## config.mk

```make
export PLATFORM = sky130hd
export DESIGN_NAME = display_ram_cursor_writer
export DESIGN_NICKNAME = d
export VERILOG_FILES = /design/src/rtl/drcw_pkg.sv /design/src/rtl/drcw_front.sv /design/src/rtl/drcw_fifo.sv /design/src/rtl/drcw_back.sv /design/src/rtl/display_ram_cursor_writer.sv
export SDC_FILE = /design/constraint.sdc
export NUM_CORES = 1
export LEC_CHECK = 0
export BUFFER_PORTS_ARGS = -buffer_cell sky130_fd_sc_hd__buf_2
export CORE_MARGIN = 2
export CORE_UTILIZATION = 45
export DETAILED_ROUTE_END_ITERATION = 16
export PLACE_DENSITY = 0.73
export SETUP_SLACK_MARGIN = 0.4
export SYNTH_ARGS = -nofsm -noshare
export SYNTH_HDL_FRONTEND = slang
export SYNTH_HIERARCHICAL = 1
export SYNTH_SLANG_ARGS = --single-unit
```

## constraint.sdc

```tcl
create_clock -name aclk -period 4.6 [get_ports aclk]
set_input_delay 0.69 -clock aclk [delete_from_list [all_inputs] [get_ports aclk]]
set_output_delay 0.69 -clock aclk [all_outputs]
set_load 0.05 [all_outputs]
```

## src/rtl/drcw_pkg.sv

```systemverilog
`default_nettype none
// ---------------------------------------------------------------------------
// drcw_pkg
// Shared types and constants for the display RAM cursor writer.
// ---------------------------------------------------------------------------
package drcw_pkg;

    // Input item kinds carried on s_tuser.
    localparam logic [1:0] KIND_DATA = 2'd0;
    localparam logic [1:0] KIND_CMD  = 2'd1;
    localparam logic [1:0] KIND_EXEC = 2'd2;

    // Command sequence bytes: set column range, then set page range.
    localparam logic [7:0] CMD_SET_COLUMN = 8'h21;
    localparam logic [7:0] CMD_COLUMN_END = 8'h7F;
    localparam logic [7:0] CMD_SET_PAGE   = 8'h22;
    localparam logic [7:0] CMD_PAGE_END   = 8'h07;

    localparam int WINDOW_LEN = 6;
    localparam int TDATA_OUT_W = 32;

    typedef enum logic [1:0] {
        OP_NOP,
        OP_WRITE,
        OP_LOAD
    } drcw_op_kind_t;

    // One classified request handed from the front end to the back end.
    // For OP_WRITE arg_a holds the data byte; for OP_LOAD arg_a is the
    // column and arg_b the page.
    typedef struct packed {
        drcw_op_kind_t kind;
        logic [7:0]    arg_a;
        logic [7:0]    arg_b;
    } drcw_op_t;

endpackage : drcw_pkg
`default_nettype wire

```

## src/rtl/drcw_front.sv

```systemverilog
`default_nettype none
// ---------------------------------------------------------------------------
// drcw_front
// Accepts requests, keeps the command window and classifies each request
// into a write, cursor load or no-op for the back end.
// ---------------------------------------------------------------------------
module drcw_front
    import drcw_pkg::*;
(
    input  wire logic       aclk,
    input  wire logic       aresetn,
    input  wire logic       s_tvalid,
    output logic            s_tready,
    input  wire logic [7:0] s_tdata,     // [7:0] byte_in
    input  wire logic [1:0] s_tuser,     // [1:0] kind
    input  wire logic       q_full,
    output logic            q_push,
    output drcw_op_t        q_op
);

    // Entry 0 is the oldest command byte, the last entry the newest.
    logic [7:0] window_reg  [WINDOW_LEN];
    logic [7:0] window_next [WINDOW_LEN];
    logic       match;

    assign s_tready = !q_full;
    assign q_push   = s_tvalid && s_tready;

    assign match = (window_reg[0] == CMD_SET_COLUMN) && (window_reg[2] == CMD_COLUMN_END)
                && (window_reg[3] == CMD_SET_PAGE)   && (window_reg[5] == CMD_PAGE_END);

    always_comb begin
        window_next = window_reg;
        q_op.kind   = OP_NOP;
        q_op.arg_a  = s_tdata;
        q_op.arg_b  = 8'd0;
        unique case (s_tuser)
            KIND_DATA: begin
                q_op.kind = OP_WRITE;
            end
            KIND_CMD: begin
                for (int i = 0; i < WINDOW_LEN - 1; i++) begin
                    window_next[i] = window_reg[i + 1];
                end
                window_next[WINDOW_LEN - 1] = s_tdata;
            end
            KIND_EXEC: begin
                if (match) begin
                    q_op.kind  = OP_LOAD;
                    q_op.arg_a = window_reg[1];
                    q_op.arg_b = window_reg[4];
                end
                window_next[0] = 8'd0;
            end
            default: begin
                q_op.kind = OP_NOP;
            end
        endcase
    end

    always_ff @(posedge aclk) begin
        if (!aresetn) begin
            for (int i = 0; i < WINDOW_LEN; i++) begin
                window_reg[i] <= 8'd0;
            end
        end else if (q_push) begin
            window_reg <= window_next;
        end
    end

endmodule : drcw_front
`default_nettype wire

```

## src/rtl/drcw_fifo.sv

```systemverilog
`default_nettype none
// ---------------------------------------------------------------------------
// drcw_fifo
// Two-entry queue of classified requests between front and back end.
// ---------------------------------------------------------------------------
module drcw_fifo
    import drcw_pkg::*;
(
    input  wire logic     aclk,
    input  wire logic     aresetn,
    input  wire logic     push,
    input  drcw_op_t      push_op,
    input  wire logic     pop,
    output logic          full,
    output logic          empty,
    output drcw_op_t      head_op
);

    drcw_op_t   mem_reg [2];
    logic       wr_ptr_reg;
    logic       rd_ptr_reg;
    logic [1:0] count_reg;
    logic [1:0] count_next;

    assign full    = (count_reg == 2'd2);
    assign empty   = (count_reg == 2'd0);
    assign head_op = mem_reg[rd_ptr_reg];

    always_comb begin
        count_next = count_reg;
        if (push && !pop) begin
            count_next = count_reg + 2'd1;
        end else if (pop && !push) begin
            count_next = count_reg - 2'd1;
        end
    end

    always_ff @(posedge aclk) begin
        if (!aresetn) begin
            wr_ptr_reg <= 1'b0;
            rd_ptr_reg <= 1'b0;
            count_reg  <= 2'd0;
        end else begin
            if (push) begin
                wr_ptr_reg <= !wr_ptr_reg;
            end
            if (pop) begin
                rd_ptr_reg <= !rd_ptr_reg;
            end
            count_reg <= count_next;
        end
    end

    always_ff @(posedge aclk) begin
        if (push) begin
            mem_reg[wr_ptr_reg] <= push_op;
        end
    end

endmodule : drcw_fifo
`default_nettype wire

```

## src/rtl/drcw_back.sv

```systemverilog
`default_nettype none
// ---------------------------------------------------------------------------
// drcw_back
// Holds the page/column cursor, carries out queued requests and drives the
// registered result channel.
// ---------------------------------------------------------------------------
module drcw_back
    import drcw_pkg::*;
#(
    parameter int COLUMNS = 128,
    parameter int PAGES   = 8
) (
    input  wire logic                   aclk,
    input  wire logic                   aresetn,
    input  wire logic                   q_empty,
    input  drcw_op_t                    q_op,
    output logic                        q_pop,
    output logic                        m_tvalid,
    input  wire logic                   m_tready,
    output logic [TDATA_OUT_W-1:0]      m_tdata
);

    localparam logic [8:0] COLUMNS_W = 9'(COLUMNS);
    localparam logic [8:0] PAGES_W   = 9'(PAGES);

    logic [7:0] column_reg, column_next;
    logic [7:0] page_reg,   page_next;
    logic       valid_reg;
    logic       we_reg,     we_next;
    logic [2:0] wpage_reg,  wpage_next;
    logic [6:0] wcol_reg,   wcol_next;
    logic [7:0] wbyte_reg,  wbyte_next;

    logic [7:0] col_fix;
    logic [7:0] page_step;
    logic [7:0] page_fix;
    logic [8:0] col_inc;

    assign q_pop = !q_empty && (!valid_reg || m_tready);

    // Resolve an out-of-range cursor before the write, then advance it.
    always_comb begin
        if ({1'b0, column_reg} >= COLUMNS_W) begin
            col_fix   = 8'd0;
            page_step = page_reg + 8'd1;
        end else begin
            col_fix   = column_reg;
            page_step = page_reg;
        end
        page_fix = ({1'b0, page_step} >= PAGES_W) ? 8'd0 : page_step;
        col_inc  = {1'b0, col_fix} + 9'd1;
    end

    always_comb begin
        column_next = column_reg;
        page_next   = page_reg;
        we_next     = 1'b0;
        wpage_next  = 3'd0;
        wcol_next   = 7'd0;
        wbyte_next  = 8'd0;
        case (q_op.kind)
            OP_WRITE: begin
                we_next    = 1'b1;
                wpage_next = page_fix[2:0];
                wcol_next  = col_fix[6:0];
                wbyte_next = q_op.arg_a;
                if (col_inc >= COLUMNS_W) begin
                    column_next = 8'd0;
                    page_next   = page_fix + 8'd1;
                end else begin
                    column_next = col_inc[7:0];
                    page_next   = page_fix;
                end
            end
            OP_LOAD: begin
                column_next = q_op.arg_a;
                page_next   = q_op.arg_b;
            end
            default: begin
                we_next = 1'b0;
            end
        endcase
    end

    always_ff @(posedge aclk) begin
        if (!aresetn) begin
            column_reg <= 8'd0;
            page_reg   <= 8'd0;
            valid_reg  <= 1'b0;
        end else begin
            if (q_pop) begin
                column_reg <= column_next;
                page_reg   <= page_next;
                valid_reg  <= 1'b1;
            end else if (m_tready) begin
                valid_reg  <= 1'b0;
            end
        end
    end

    always_ff @(posedge aclk) begin
        if (q_pop) begin
            we_reg    <= we_next;
            wpage_reg <= wpage_next;
            wcol_reg  <= wcol_next;
            wbyte_reg <= wbyte_next;
        end
    end

    // The serial reply is always zero.
    assign m_tvalid = valid_reg;
    assign m_tdata  = {5'd0, 8'd0, wbyte_reg, wcol_reg, wpage_reg, we_reg};

endmodule : drcw_back
`default_nettype wire

```

## src/rtl/display_ram_cursor_writer.sv

```systemverilog
`default_nettype none
// A request accepted by the front end is written into the two-entry queue;
// the back end pops it when the output is free and registers its result,
// which raises m_tvalid.
// Throughput: one request per cycle unless the output stalls, limited by
// the single cursor update in the back end; a two-entry queue absorbs stalls.
// Reset: aresetn (synchronous, active low) clears cursor, command window,
// queue and output valid.
// ---------------------------------------------------------------------------
// display_ram_cursor_writer
// Receive side of a page-organized display controller: data bytes become
// display memory writes at an advancing cursor, command bytes can reload it.
// ---------------------------------------------------------------------------
module display_ram_cursor_writer
    import drcw_pkg::*;
#(
    parameter int COLUMNS = 128,
    parameter int PAGES   = 8
) (
    input  wire logic        aclk,
    input  wire logic        aresetn,
    input  wire logic        s_tvalid,
    output logic             s_tready,
    input  wire logic [7:0]  s_tdata,   // [7:0] byte_in
    input  wire logic [1:0]  s_tuser,   // [1:0] kind
    output logic             m_tvalid,
    input  wire logic        m_tready,
    // [0] write_enable, [3:1] write_page, [10:4] write_column,
    // [18:11] write_byte, [26:19] serial_reply, [31:27] zero
    output logic [31:0]      m_tdata
);

    logic     q_push;
    logic     q_pop;
    logic     q_full;
    logic     q_empty;
    drcw_op_t push_op;
    drcw_op_t head_op;

    drcw_front u_front (
        .aclk     (aclk),
        .aresetn  (aresetn),
        .s_tvalid (s_tvalid),
        .s_tready (s_tready),
        .s_tdata  (s_tdata),
        .s_tuser  (s_tuser),
        .q_full   (q_full),
        .q_push   (q_push),
        .q_op     (push_op)
    );

    drcw_fifo u_fifo (
        .aclk     (aclk),
        .aresetn  (aresetn),
        .push     (q_push),
        .push_op  (push_op),
        .pop      (q_pop),
        .full     (q_full),
        .empty    (q_empty),
        .head_op  (head_op)
    );

    drcw_back #(
        .COLUMNS (COLUMNS),
        .PAGES   (PAGES)
    ) u_back (
        .aclk     (aclk),
        .aresetn  (aresetn),
        .q_empty  (q_empty),
        .q_op     (head_op),
        .q_pop    (q_pop),
        .m_tvalid (m_tvalid),
        .m_tready (m_tready),
        .m_tdata  (m_tdata)
    );

endmodule : display_ram_cursor_writer
`default_nettype wire

```

==> summary.txt <==
Clock network
  • Clk_lat worst skew: 0.41 ns
  • Number of sinks driven by the clock tree: 125
  • Number of hold-repair buffers added at the cts stage: 0
  • Deepest clock path buffer count: 2
  • Clock tree from TritonCTS: built
  • Total clock buffers created by CTS: 17
  • Deepest level of the CTS H-tree: 4
  • Number of gates resized after CTS: 0
  • Clock root cell: sky130_fd_sc_hd__clkbuf_16
  • Number of setup buffers added after CTS: 0
  • Clock-pin slew reported for the worst setup and hold paths after clock tree synthesis: 0.06 ns

STA
  • Peak Freq: 320.2 MHz
  • Final count of negative-setup-slack endpoints: 0
  • Final period util: 0.6789
  • Count of endpoints failing hold in the final timing report: 0
  • Largest clock skew in the final design: 0.007754 ns
  • Min Tclk post-route: 3.123 ns
  • Unrepaired setup endpoints after global routing: no
  • Accumulated negative setup slack: 0 ns
  • Max Transition Viols Final: 0
  • Actual slew at the worst max-slew pin: 1.117 ns
  • Worst slew slack as a fraction of its limit: 0.2515

Setup path
  • Capturing element type of the critical path: flip-flop
  • Number of gates on the worst path with buffers counted: 6
  • Worst Setup Start Kind: flip-flop
  • Largest stage delay on the critical path: 0.89 ns
  • Slack of the worst reg-to-reg path: 1.48 ns
  • Critical setup path kind: flip-flop to flip-flop
  • Signal arrival time at the worst endpoint: 3.42 ns
  • Worst Path Buf+Inv: 1
  • Kind of cell adding the most delay to the critical path: simple AND/OR/NAND/NOR gates
  • Number of cells on the worst reg-to-reg path: 6
  • Cell-by-cell trace of the critical path: mux2_2 -> inv_1 -> ha_1 -> nor3_2 -> o311ai_0 -> o211a_1
  • Required time reported for the critical path endpoint: 4.89 ns
  • CP max stage cell: sky130_fd_sc_hd__nor3_2
  • Max FO, Critical Path: 19
  • Reg2Reg Capture Point: u_back/column_reg[2]
  • Crit path to: u_back/column_reg[2]

Drt
  • Number of detailed-routing iterations run before antenna repair: 4
  • Detail-routed via count per cell: 5.077
  • Final routed wirelength across all metal layers: 10630 µm
  • Number of remaining DRC errors: 0
  • Post-detailed-route wirelength per cell: 14.42 µm
  • Antenna Violating Nets Remaining: 0
  • Initial DRC Count: 247
  • Routed via count: 3742

Global route
  • Residual overflow from global routing: 0
  • Number of global-route vias before repair: 3621
  • Initial antenna violation count: 0
  • First-pass GRT wire length: 17710 µm
  • Overall track demand over capacity in global routing: 0.1703
  • Largest net degree at the start of global routing: 50

Finish
  • Layout Nets: 576
  • Inserted Diodes: 0
  • Number of flip-flops under the largest register name: 48
  • Fraction of layout instances using a drive strength above 1: 0.2177
  • Fillers: 1089
  • Synth-to-layout area growth: 14.26%

Floorplan
  • Io pins: 48
  • Floorplan core area: 12470 µm²
  • Vertical die dimension: 116.4 µm
  • Die area: 13550 µm²
  • Die width: 116.4 µm
  • Effective utilization at floorplan: 0.4560
  • Total number of placement rows: 41

Power
  • Total power per unit cell area: 585.9 nW/µm²
  • Worst-case vdd ir drop: 0.3818 mV
  • Leakage: 2.377 nW
  • Overall Power: 0.003805 W

Logic synthesis
  • Average cell area after synthesis: 10.83 µm²
  • Leading area contributor after synthesis: sky130_fd_sc_hd__edfxtp_1
  • Number of flops mapped to enable cells by yosys: 55
  • Synth Register Bits: 125
  • Yosys Warn Count: 6
  • Most used flip-flop cell after synthesis: sky130_fd_sc_hd__dfxtp_1
  • Cell count after synthesis: 525
  • Most used standard cell by instance count after synthesis: sky130_fd_sc_hd__nand2_1
  • Sequential share of the synthesized area: 0.5371
  • Synthesized area: 5684 µm²
  • Post-synthesis cell type count: 58
  • Fraction of synthesis flops using an asynchronous set or reset pin: 0
  • Share of the synthesized area in the top cell type: 0.2906
  • Ranking of synthesized cells by instance count: sky130_fd_sc_hd__nand2_1 (101), sky130_fd_sc_hd__dfxtp_1 (70), sky130_fd_sc_hd__edfxtp_1 (55), sky130_fd_sc_hd__a21boi_0 (54), sky130_fd_sc_hd__mux2_2 (26)
  • Ranking of synthesized cells by area: sky130_fd_sc_hd__edfxtp_1 (29%), sky130_fd_sc_hd__dfxtp_1 (25%), sky130_fd_sc_hd__a21boi_0 (7.1%)

Status
  • Status: finished clean

Place
  • HPWL reported at the end of detailed placement: 7141 µm
  • Placer congestion estimate: 0.8890
  • Port buffer count: 34

Min path
  • Worst Hold Class: flip-flop to flip-flop

Flow run
  • Number of violations of the max-capacitance limit: 0
[placed cells by master, fill, tap and decap left out, types with 3 or more instances in the layout]
| cell type | n |
|---|---|
| sky130_fd_sc_hd__nor2_1 | 12 |
| sky130_fd_sc_hd__buf_4 | 5 |
| sky130_fd_sc_hd__clkinv_2 | 4 |
| sky130_fd_sc_hd__conb_1 | 13 |
| sky130_fd_sc_hd__nand2_1 | 101 |
| sky130_fd_sc_hd__a21oi_1 | 10 |
| sky130_fd_sc_hd__edfxtp_1 | 55 |
| sky130_fd_sc_hd__or3_1 | 3 |
| sky130_fd_sc_hd__and3_2 | 3 |
| sky130_fd_sc_hd__buf_2 | 34 |
| sky130_fd_sc_hd__xnor2_1 | 5 |
| sky130_fd_sc_hd__nand4_1 | 6 |
| sky130_fd_sc_hd__nor3b_1 | 4 |
| sky130_fd_sc_hd__nand3_1 | 9 |
| sky130_fd_sc_hd__clkbuf_16 | 20 |
| sky130_fd_sc_hd__dfxtp_1 | 70 |
| sky130_fd_sc_hd__ha_1 | 10 |
| sky130_fd_sc_hd__mux2_2 | 26 |
| sky130_fd_sc_hd__and2_2 | 11 |
| sky130_fd_sc_hd__inv_1 | 11 |
| sky130_fd_sc_hd__o21ai_0 | 6 |
| sky130_fd_sc_hd__nor2b_1 | 6 |
| sky130_fd_sc_hd__xor2_1 | 5 |
| sky130_fd_sc_hd__a221oi_1 | 4 |
| sky130_fd_sc_hd__a21boi_0 | 54 |
| sky130_fd_sc_hd__o211ai_1 | 3 |
| sky130_fd_sc_hd__nand3b_1 | 12 |
| sky130_fd_sc_hd__and2_1 | 19 |
[metal layers]
| layer | vias up | global-route usage | wire length, µm | share of wire |
|---|---|---|---|---|
| li1 | 1860 | - | - | - |
| met1 | 1785 | 0.2150 | 4895 | 0.46 |
| met2 | 89 | 0.2829 | 5224 | 0.49 |
| met3 | 8 | 0.04515 | 419 | 0.039 |
| met4 | 0 | 0.06111 | 85 | 0.0080 |
| met5 | - | 0 | 0 | 0 |
[stage by stage]
| stage | util | hold slack (ns) | cell area [µm²] | std cells | worst slack, ns |
|---|---|---|---|---|---|
| 2_1_floorplan | - | 0.4362 | 5729 | 537 | 1.962 |
| 3_3_place_gp | 0.4723 | 0.4463 | 5888 | 705 | 1.611 |
| 3_5_place_dp | 0.4723 | 0.4576 | 5888 | 705 | 1.520 |
| 4_1_cts | 0.5210 | 0.4653 | 6495 | 737 | 1.473 |
| 5_1_grt | 0.5210 | 0.4895 | 6495 | 737 | 1.234 |
| 6_report | 0.5210 | 0.4673 | 6495 | 737 | 1.477 |
[where the power goes]
part           internal, W  switching, W
logic             0.000297      0.000701
clock network     0.000864      0.000459
registers          0.00138      0.000110
[final cells by class]
type	instances	area (µm²)	share of cell area
flip-flops and latches	125	3053	0.4700
clock inverters	9	75.07	0.01156
inverters	11	41.29	0.006357
clock buffers	23	531.8	0.08187
well taps	172	215.2	0.03313
multi-input cells	358	2371	0.3651
repair buffers	39	207.7	0.03198
[worst min-delay path by stage]
| stage | depth (start not counted) | slack (ns) | start | to |
|---|---|---|---|---|
| 6_report | 2 | 0.47 | u_front/window_reg[46] | u_front/window_reg[46] |
| 5_1_grt | 2 | 0.49 | u_front/window_reg[46] | u_front/window_reg[46] |
| 4_1_cts | 2 | 0.47 | u_front/window_reg[46] | u_front/window_reg[46] |
| 3_5_place_dp | 2 | 0.46 | u_front/window_reg[46] | u_front/window_reg[46] |
| 3_3_place_gp | 2 | 0.45 | u_front/window_reg[45] | u_front/window_reg[45] |
| 2_1_floorplan | 2 | 0.44 | u_front/window_reg[40] | u_front/window_reg[40] |
[tightest hold or removal path: cells and delay by family (launching register included)]
family          cells  cell delay, ns
flops               1            0.31
compound gates      1            0.06
simple gates        1            0.05
[cell families (layout without fill, tap and decap cells)]
| logic type | after synthesis | after routing | synth area share |
|---|---|---|---|
| xor gates and xnor gates | 10 | 10 | 0.01541 |
| DFF | 125 | 125 | 0.5371 |
| AOI/OAI and AO/OA | 93 | 93 | 0.1224 |
| and+or+nand+nor | 205 | 205 | 0.1946 |
| other | 1 | 13 | 0.0006597 |
| buffers and inverters | 54 | 82 | 0.05371 |
| adders and majority gates | 10 | 10 | 0.02201 |
| muxes | 27 | 27 | 0.05415 |
Note: power is estimated with default switching activity, not from simulation.
